==> src/rtl/sids_pkg.sv <==
package sids_pkg;

  localparam logic [2:0] ACT_INS_A = 3'd0;
  localparam logic [2:0] ACT_INS_B = 3'd1;
  localparam logic [2:0] ACT_REM_A = 3'd2;
  localparam logic [2:0] ACT_REM_B = 3'd3;
  localparam logic [2:0] ACT_ISECT = 3'd4;
  localparam logic [2:0] ACT_CLEAR = 3'd5;

  localparam logic [2:0] ST_INSERTED  = 3'd0;
  localparam logic [2:0] ST_DUPLICATE = 3'd1;
  localparam logic [2:0] ST_FULL      = 3'd2;
  localparam logic [2:0] ST_REMOVED   = 3'd3;
  localparam logic [2:0] ST_NOT_FOUND = 3'd4;
  localparam logic [2:0] ST_COMMON    = 3'd5;
  localparam logic [2:0] ST_EMPTY     = 3'd6;
  localparam logic [2:0] ST_CLEARED   = 3'd7;

  typedef struct packed {
    logic [2:0]  action;
    logic [15:0] item_id;
  } sids_in_t;

  typedef struct packed {
    logic [2:0]  status;
    logic [15:0] common_id;
    logic        last;
  } sids_out_t;

  typedef enum logic [6:0] {
    S_IDLE     = 7'b0000001,
    S_SCAN     = 7'b0000010,
    S_SHIFT_DN = 7'b0000100,
    S_PUT      = 7'b0001000,
    S_SHIFT_UP = 7'b0010000,
    S_MERGE    = 7'b0100000,
    S_EMIT     = 7'b1000000
  } sids_state_e;

endpackage

==> src/rtl/sids_ram.sv <==
module sids_ram #(
  parameter int DEPTH = 64,
  parameter int WIDTH = 16
) (
  input  logic                     clk_i,
  input  logic                     we_i,
  input  logic [$clog2(DEPTH)-1:0] wr_addr_i,
  input  logic [WIDTH-1:0]         wr_data_i,
  input  logic [$clog2(DEPTH)-1:0] rd_addr_i,
  output logic [WIDTH-1:0]         rd_data_o
);

  logic [WIDTH-1:0] mem [DEPTH];

  always_ff @(posedge clk_i) begin
    if (we_i) begin
      mem[wr_addr_i] <= wr_data_i;
    end
    rd_data_o <= mem[rd_addr_i];
  end

endmodule

==> src/rtl/sorted_id_set_intersection.sv <==
// insert and remove walk the selected set memory and intersect walks both, all with
// registered reads; a new request is taken only in idle, after the previous one is done;
// a walk takes one stored entry per cycle unless held by a busy output; intersect delivers
// at most one common id per cycle while the output is taken
// reset clears both counts and the control state; set memories keep their contents
// and entries at or above a count are never read
module sorted_id_set_intersection #(
  parameter int SET_DEPTH = 64,
  parameter int ID_BITS   = 16
) (
  input  logic               clk_i,
  input  logic               rst_ni,
  input  logic               in_valid_i,
  output logic               in_ready_o,
  input  sids_pkg::sids_in_t in_data_i,
  output logic               out_valid_o,
  input  logic               out_ready_i,
  output sids_pkg::sids_out_t out_data_o
);
  import sids_pkg::*;

  localparam int IDW = (ID_BITS < 16) ? ID_BITS : 16;
  localparam int AW  = $clog2(SET_DEPTH);
  localparam int CW  = $clog2(SET_DEPTH + 1);

  sids_state_e state_q, state_d;
  logic [2:0]     op_q, op_d;
  logic           sel_b_q, sel_b_d;
  logic [IDW-1:0] id_q, id_d;
  logic [CW-1:0]  idx_q, idx_d, pos_q, pos_d, i_q, i_d, j_q, j_d;
  logic [CW-1:0]  cnt_a_q, cnt_a_d, cnt_b_q, cnt_b_d;
  logic           pend_v_q, pend_v_d;
  logic [IDW-1:0] pend_id_q, pend_id_d;
  logic [2:0]     res_st_q, res_st_d;
  logic [IDW-1:0] res_id_q, res_id_d;
  logic           out_valid_q, out_valid_d;
  sids_out_t      out_q, out_d;

  logic           we, we_a, we_b;
  logic [AW-1:0]  wr_addr, addr_a, addr_b;
  logic [IDW-1:0] wr_data, rd_a, rd_b, rd_sel;
  logic [CW-1:0]  cnt_sel, idx_inc, idx_dec, i_inc, j_inc;
  logic           out_free, is_ins;

  assign cnt_sel  = sel_b_q ? cnt_b_q : cnt_a_q;
  assign rd_sel   = sel_b_q ? rd_b : rd_a;
  assign idx_inc  = idx_q + 1'b1;
  assign idx_dec  = idx_q - 1'b1;
  assign i_inc    = i_q + 1'b1;
  assign j_inc    = j_q + 1'b1;
  assign out_free = !out_valid_q || out_ready_i;
  assign is_ins   = (op_q == ACT_INS_A) || (op_q == ACT_INS_B);

  always_comb begin
    state_d     = state_q;
    op_d        = op_q;
    sel_b_d     = sel_b_q;
    id_d        = id_q;
    idx_d       = idx_q;
    pos_d       = pos_q;
    i_d         = i_q;
    j_d         = j_q;
    cnt_a_d     = cnt_a_q;
    cnt_b_d     = cnt_b_q;
    pend_v_d    = pend_v_q;
    pend_id_d   = pend_id_q;
    res_st_d    = res_st_q;
    res_id_d    = res_id_q;
    out_valid_d = out_valid_q && !out_ready_i;
    out_d       = out_q;
    we          = 1'b0;
    wr_addr     = idx_q[AW-1:0];
    wr_data     = rd_sel;
    case (state_q)
      S_IDLE: begin
        idx_d = '0;
        i_d   = '0;
        j_d   = '0;
        if (in_valid_i) begin
          op_d     = in_data_i.action;
          sel_b_d  = in_data_i.action[0];
          id_d     = in_data_i.item_id[IDW-1:0];
          res_id_d = '0;
          case (in_data_i.action)
            ACT_INS_A, ACT_INS_B, ACT_REM_A, ACT_REM_B: begin
              state_d = S_SCAN;
            end
            ACT_ISECT: begin
              pend_v_d = 1'b0;
              if (cnt_a_q == '0 || cnt_b_q == '0) begin
                res_st_d = ST_EMPTY;
                state_d  = S_EMIT;
              end else begin
                state_d = S_MERGE;
              end
            end
            ACT_CLEAR: begin
              cnt_a_d  = '0;
              cnt_b_d  = '0;
              res_st_d = ST_CLEARED;
              state_d  = S_EMIT;
            end
            default: begin
            end
          endcase
        end
      end
      S_SCAN: begin
        if (idx_q == cnt_sel) begin
          if (!is_ins) begin
            res_st_d = ST_NOT_FOUND;
            state_d  = S_EMIT;
          end else if (cnt_sel == CW'(SET_DEPTH)) begin
            res_st_d = ST_FULL;
            state_d  = S_EMIT;
          end else begin
            pos_d   = idx_q;
            state_d = S_PUT;
          end
        end else if (is_ins) begin
          if (rd_sel < id_q) begin
            idx_d = idx_inc;
          end else if (rd_sel == id_q) begin
            res_st_d = ST_DUPLICATE;
            state_d  = S_EMIT;
          end else if (cnt_sel == CW'(SET_DEPTH)) begin
            res_st_d = ST_FULL;
            state_d  = S_EMIT;
          end else begin
            pos_d   = idx_q;
            idx_d   = cnt_sel - 1'b1;
            state_d = S_SHIFT_DN;
          end
        end else if (rd_sel == id_q) begin
          if (idx_inc == cnt_sel) begin
            if (sel_b_q) cnt_b_d = cnt_b_q - 1'b1;
            else cnt_a_d = cnt_a_q - 1'b1;
            res_st_d = ST_REMOVED;
            state_d  = S_EMIT;
          end else begin
            idx_d   = idx_inc;
            state_d = S_SHIFT_UP;
          end
        end else begin
          idx_d = idx_inc;
        end
      end
      S_SHIFT_DN: begin
        we      = 1'b1;
        wr_addr = idx_inc[AW-1:0];
        if (idx_q == pos_q) begin
          state_d = S_PUT;
        end else begin
          idx_d = idx_dec;
        end
      end
      S_PUT: begin
        we      = 1'b1;
        wr_addr = pos_q[AW-1:0];
        wr_data = id_q;
        if (sel_b_q) cnt_b_d = cnt_b_q + 1'b1;
        else cnt_a_d = cnt_a_q + 1'b1;
        res_st_d = ST_INSERTED;
        state_d  = S_EMIT;
      end
      S_SHIFT_UP: begin
        we      = 1'b1;
        wr_addr = idx_dec[AW-1:0];
        if (idx_inc == cnt_sel) begin
          if (sel_b_q) cnt_b_d = cnt_b_q - 1'b1;
          else cnt_a_d = cnt_a_q - 1'b1;
          res_st_d = ST_REMOVED;
          state_d  = S_EMIT;
        end else begin
          idx_d = idx_inc;
        end
      end
      S_MERGE: begin
        if (!(rd_a == rd_b && pend_v_q && !out_free)) begin
          if (rd_a == rd_b) begin
            if (pend_v_q) begin
              out_valid_d = 1'b1;
              out_d       = '{status: ST_COMMON, common_id: 16'(pend_id_q), last: 1'b0};
            end
            pend_v_d  = 1'b1;
            pend_id_d = rd_a;
            i_d       = i_inc;
            j_d       = j_inc;
          end else if (rd_a > rd_b) begin
            j_d = j_inc;
          end else begin
            i_d = i_inc;
          end
          if (i_d == cnt_a_q || j_d == cnt_b_q) begin
            res_st_d = pend_v_d ? ST_COMMON : ST_EMPTY;
            res_id_d = pend_v_d ? pend_id_d : '0;
            state_d  = S_EMIT;
          end
        end
      end
      S_EMIT: begin
        if (out_free) begin
          out_valid_d = 1'b1;
          out_d       = '{status: res_st_q, common_id: 16'(res_id_q), last: 1'b1};
          state_d     = S_IDLE;
        end
      end
      default: begin
        state_d = S_IDLE;
      end
    endcase
  end

  assign we_a   = we && !sel_b_q;
  assign we_b   = we && sel_b_q;
  assign addr_a = (state_q == S_MERGE) ? i_d[AW-1:0] : idx_d[AW-1:0];
  assign addr_b = (state_q == S_MERGE) ? j_d[AW-1:0] : idx_d[AW-1:0];

  sids_ram #(.DEPTH(SET_DEPTH), .WIDTH(IDW)) u_ram_a (
    .clk_i     (clk_i),
    .we_i      (we_a),
    .wr_addr_i (wr_addr),
    .wr_data_i (wr_data),
    .rd_addr_i (addr_a),
    .rd_data_o (rd_a)
  );

  sids_ram #(.DEPTH(SET_DEPTH), .WIDTH(IDW)) u_ram_b (
    .clk_i     (clk_i),
    .we_i      (we_b),
    .wr_addr_i (wr_addr),
    .wr_data_i (wr_data),
    .rd_addr_i (addr_b),
    .rd_data_o (rd_b)
  );

  always_ff @(posedge clk_i or negedge rst_ni) begin
    if (!rst_ni) begin
      state_q     <= S_IDLE;
      cnt_a_q     <= '0;
      cnt_b_q     <= '0;
      pend_v_q    <= 1'b0;
      out_valid_q <= 1'b0;
    end else begin
      state_q     <= state_d;
      cnt_a_q     <= cnt_a_d;
      cnt_b_q     <= cnt_b_d;
      pend_v_q    <= pend_v_d;
      out_valid_q <= out_valid_d;
    end
  end

  always_ff @(posedge clk_i) begin
    op_q      <= op_d;
    sel_b_q   <= sel_b_d;
    id_q      <= id_d;
    idx_q     <= idx_d;
    pos_q     <= pos_d;
    i_q       <= i_d;
    j_q       <= j_d;
    pend_id_q <= pend_id_d;
    res_st_q  <= res_st_d;
    res_id_q  <= res_id_d;
    out_q     <= out_d;
  end

  assign in_ready_o  = (state_q == S_IDLE);
  assign out_valid_o = out_valid_q;
  assign out_data_o  = out_q;

  a_cnt_bound: assert property (@(posedge clk_i) disable iff (!rst_ni)
    (cnt_a_q <= CW'(SET_DEPTH)) && (cnt_b_q <= CW'(SET_DEPTH)))
    else $error("set count above depth");

  a_merge_range: assert property (@(posedge clk_i) disable iff (!rst_ni)
    (state_q == S_MERGE) |-> (i_q < cnt_a_q) && (j_q < cnt_b_q))
    else $error("merge index past set end");

  a_put_room: assert property (@(posedge clk_i) disable iff (!rst_ni)
    (state_q == S_PUT) |-> (cnt_sel < CW'(SET_DEPTH)) && (pos_q <= cnt_sel))
    else $error("insert into full set");

  a_emit_done: assert property (@(posedge clk_i) disable iff (!rst_ni)
    (state_q == S_EMIT) && out_free |=> out_valid_o && out_data_o.last)
    else $error("final transfer not marked last");

endmodule
==> config.mk <==
export PLATFORM = sky130hd
export DESIGN_NAME = sorted_id_set_intersection
export DESIGN_NICKNAME = d
export VERILOG_FILES = /design/src/rtl/sids_pkg.sv /design/src/rtl/sids_ram.sv /design/src/rtl/sorted_id_set_intersection.sv
export SDC_FILE = /design/constraint.sdc
export NUM_CORES = 2
export LEC_CHECK = 0
export BUFFER_PORTS_ARGS = -buffer_cell sky130_fd_sc_hd__buf_2
export CAP_MARGIN = 20
export CORE_AREA = 2 2 480 482
export CTS_CLUSTER_SIZE = 40
export DETAILED_ROUTE_END_ITERATION = 7
export DIE_AREA = 0 0 482 484
export SYNTH_ARGS = -nofsm -noshare
export SYNTH_HDL_FRONTEND = slang
export SYNTH_SLANG_ARGS = --single-unit
==> constraint.sdc <==
create_clock -name clk_i -period 8.2 [get_ports clk_i]
set_input_delay 2.05 -clock clk_i [delete_from_list [all_inputs] [get_ports clk_i]]
set_output_delay 2.05 -clock clk_i [all_outputs]
set_load 0.02 [all_outputs]
==> impl_results.md <==
* Slew margin rel. at between 10% and 20%
* Number of antenna violations at the first check in global routing at 9
* Mean post-synth cell area at about 13 sq um
* Synth Instances at 6,801
* Synth Net Count at 6,873
* Clock latency of the later-clocked register in the worst-skew pair at a little over 0.9 ns
* Area occupied by registers at ~66,000 sq um
* Area added between synthesis and finish at 13.91%
* DP HPWL at about 150,000 microns
* Cell variety after synth at 98
* Unrepaired setup endpoints after global routing: false
* Post-layout nets at 7,019
* Worst EP arrival at roughly 7.5 ns
* Result of the run: completed
* Path category of the worst min-delay check: flop to flop
* TritonCTS buffer count at between 200 and 250
* Worst-path maximum fanout at 33
* Highest clock rate at roughly 150 MHz
* Synthesis-stage register bit count at approximately 2,200
* Die boundary width at approximately 480 microns
* Critical path endpoint category: flop
* # DRC at 0
* Post-synthesis sequential area ratio at between 70% and 80%
* Share of the clock period used by the worst path after layout at 83.20%
* Post-Route WL at between 200,000 and 300,000 microns
* CTS resizes at 0
* Initial Utilization at 39.67%
* Residual antenna-violating net count after detailed routing at 0
* Overflow left after global routing at 0
* Number of global-route vias before repair at roughly 55,000
* Slew @ Worst Pin at around 1.2 ns
* Number of synthesis warnings at 0
* Mapped cell area at just over 90,000 sq um
* Via Count at 57,840
* Detailed-route wire length per cell at 25.39 microns
* Post-layout minimum cycle time at between 6 and 7 ns
* Setup tns final at 0 ns
* Maximum clock path buffer count at 3
* Initial DRC count at around 7,600
* Core area at between 200,000 and 250,000 sq um
* Die Y at ~480 microns
* Fraction of layout instances using a drive strength above 1 at between 10% and 20%
* Number of standard-cell rows in the floorplan at between 150 and 200
* Area of combinational cells with multiple inputs at approximately 23,000 sq um
* Buffers added on ports at between 40 and 50
* Max-cap violation count at 0
* Clock sink total at about 2,200
* Worst Path Class, Setup: flop to flop
* GRT Resource Usage Total at a little over a fifth
* # Post-CTS Setup Buffers at 0
* Die area at 233,300 sq um
* TritonCTS clock tree: built
* End-of-flow core utilization at 45.19%
* Layout Skew at approximately 0.085 ns
* Filler instances at between 20,000 and 25,000
* Cell at the root of the clock tree: sky130_fd_sc_hd__clkbuf_16
* Antenna Diode Count at 0
* Leading register cell type out of synthesis: sky130_fd_sc_hd__edfxtp_1
* Maximum number of pins on one net before global-route repair at about 110
* Post-synth ARST share at under 10%
* CTS H-tree depth at 4
* Final Max Slew Viols at 0
* Final hold viol count at 0
* # IOs at 45
* Routed via count divided by cell count at about 5.7
* Required time of the critical path at 8.92 ns
* Routability congestion estimate from global placement at approximately 0.88
* Iteration count of the initial detailed-routing pass at 8
* Setup-failing EPs final at 0
* Clk pin slew, worst setup/hold paths at 0.06 ns
* Hold_buf cts at 0
* Kind of start point of the critical path: flop
* Global-route wire length before repair at roughly 380,000 microns
* Number of enable flip-flop cells after synthesis at roughly 2,100
-- layer usage --
layer,track usage (%),vias up,part of all wire [%]
met3,3.210,397,7.9
met1,30.76,29170,42
met2,33.71,2550,47
met4,7.532,2,3.4
met5,0,-,0.0039
li1,-,25720,-
-- stage by stage --
step	instance area [sq um]	worst slack [ns]	hold WS (ns)	instances
final	103300	1.378	0.5219	10170
after detailed placement	95810	1.125	0.5151	9746
after global placement	95780	1.189	0.5060	9744
after CTS	103200	1.548	0.5314	10160
after floorplan	90690	2.116	0.4244	6801
after global routing	103300	1.151	0.5504	10170
-- registers in the layout (all words and copies together) (netlist names), named ones only --
signal,flops
cnt_a_q,7
cnt_b_q,7
i_q,2
id_q,16
idx_q,7
j_q,7
op_q,3
out_data_o,20
out_valid_o,1
pend_id_q,16
pend_v_q,1
pos_q,7
res_id_q,16
res_st_q,3
state_q,7
u_ram_a.mem,1024
u_ram_a.rd_data_o,16
u_ram_b.mem,1024
u_ram_b.rd_data_o,16
-- cells by family (layout without fill, tap and decap cells) --
group                      after synthesis  after routing  synth area share [%]
and+or+nand+nor                       2782           2782                 13.29
DFF                                   2205           2205                 72.39
adders and majority gates               50             50                0.7050
buffers and inverters                  482            824                 2.395
xor gates and xnor gates                70             70                0.6843
muxes                                  267            267                 3.046
AOI/OAI and AO/OA                      945            945                 7.483
-- path summary, 6_finish.rpt --
| check | from | to | slack (ns) | cells after the start |
|---|---|---|---|---|
| setup / recovery | op_q[0] | u_ram_a.rd_data_o[14] | 1.38 | 16 |
| hold / removal | res_id_q[10] | out_data_o[11] | 0.52 | 2 |
| setup reg to reg | op_q[0] | u_ram_a.rd_data_o[14] | 1.38 | 16 |
| hold reg to reg | res_id_q[10] | out_data_o[11] | 0.52 | 2 |
| max in group asynchronous | rst_ni | state_q[0] | 6.63 | 1 |
| min in group asynchronous | rst_ni | cnt_a_q[6] | 1.19 | 1 |
-- cell type report --
cell class	count	share of cell area (%)
sequential	2205	63.55
multi-input combinational	4114	22.45
clock buffer	286	5.773
tap	3026	3.665
timing repair buffer	353	2.975
clock inverter	132	1.394
inverter	53	0.1926
-- cells in the mapped netlist, drive strengths merged (31+ instances only) --
library cell     n  area, sq um
a211oi          53        407.9
or3             31        193.9
o21ai           71        355.3
xnor2           47        419.2
buf            240         1256
nand2         1676         6291
and3           175         1095
mux2i          231         2357
a21oi          222         1115
clkbuf         189        716.9
inv             53        198.9
nand3          513         2567
dfxtp           45        900.9
a32oi           44        385.4
edfxtp        2137        64170
mux2            36        405.4
nor2           231        887.1
a221oi          55        513.0
ha              47        588.1
a22oi           55        412.9
a31oi          130        813.3
nor3            45        235.2
-- critical path, cell delays in order (launching register included) --
cell and delay, ns:
sky130_fd_sc_hd__edfxtp_1 0.98, sky130_fd_sc_hd__mux2_2 0.44, sky130_fd_sc_hd__ha_1 0.30, sky130_fd_sc_hd__nand4_1 0.29
sky130_fd_sc_hd__or4_1 0.78, sky130_fd_sc_hd__nor2_1 0.23, sky130_fd_sc_hd__o2111ai_1 0.16, sky130_fd_sc_hd__a21oi_1 0.21
sky130_fd_sc_hd__nor4_2 0.11, sky130_fd_sc_hd__o21ai_1 0.40, sky130_fd_sc_hd__and2_4 0.63, sky130_fd_sc_hd__nor2_4 0.02
sky130_fd_sc_hd__buf_4 0.33, sky130_fd_sc_hd__a32o_1 0.31, sky130_fd_sc_hd__a221oi_1 0.53, sky130_fd_sc_hd__o211ai_1 0.35
sky130_fd_sc_hd__o2bb2ai_1 0.54
-- cells in the final DEF (no fill, tap or decap), types with 68 or more instances in the layout --
master | netlist | layout
sky130_fd_sc_hd__clkbuf_16 | 0 | 220
sky130_fd_sc_hd__mux2i_1 | 226 | 226
sky130_fd_sc_hd__nand2_1 | 1676 | 1674
sky130_fd_sc_hd__nor2_1 | 225 | 214
sky130_fd_sc_hd__edfxtp_1 | 2137 | 2137
sky130_fd_sc_hd__buf_4 | 26 | 266
sky130_fd_sc_hd__and3_1 | 175 | 175
sky130_fd_sc_hd__o21ai_0 | 68 | 68
sky130_fd_sc_hd__nand3_1 | 513 | 513
sky130_fd_sc_hd__a21oi_1 | 221 | 204
sky130_fd_sc_hd__a31oi_1 | 130 | 130
Power is not shown: default switching activity piles up to over one toggle a cycle in this logic, so the estimate is an artifact.
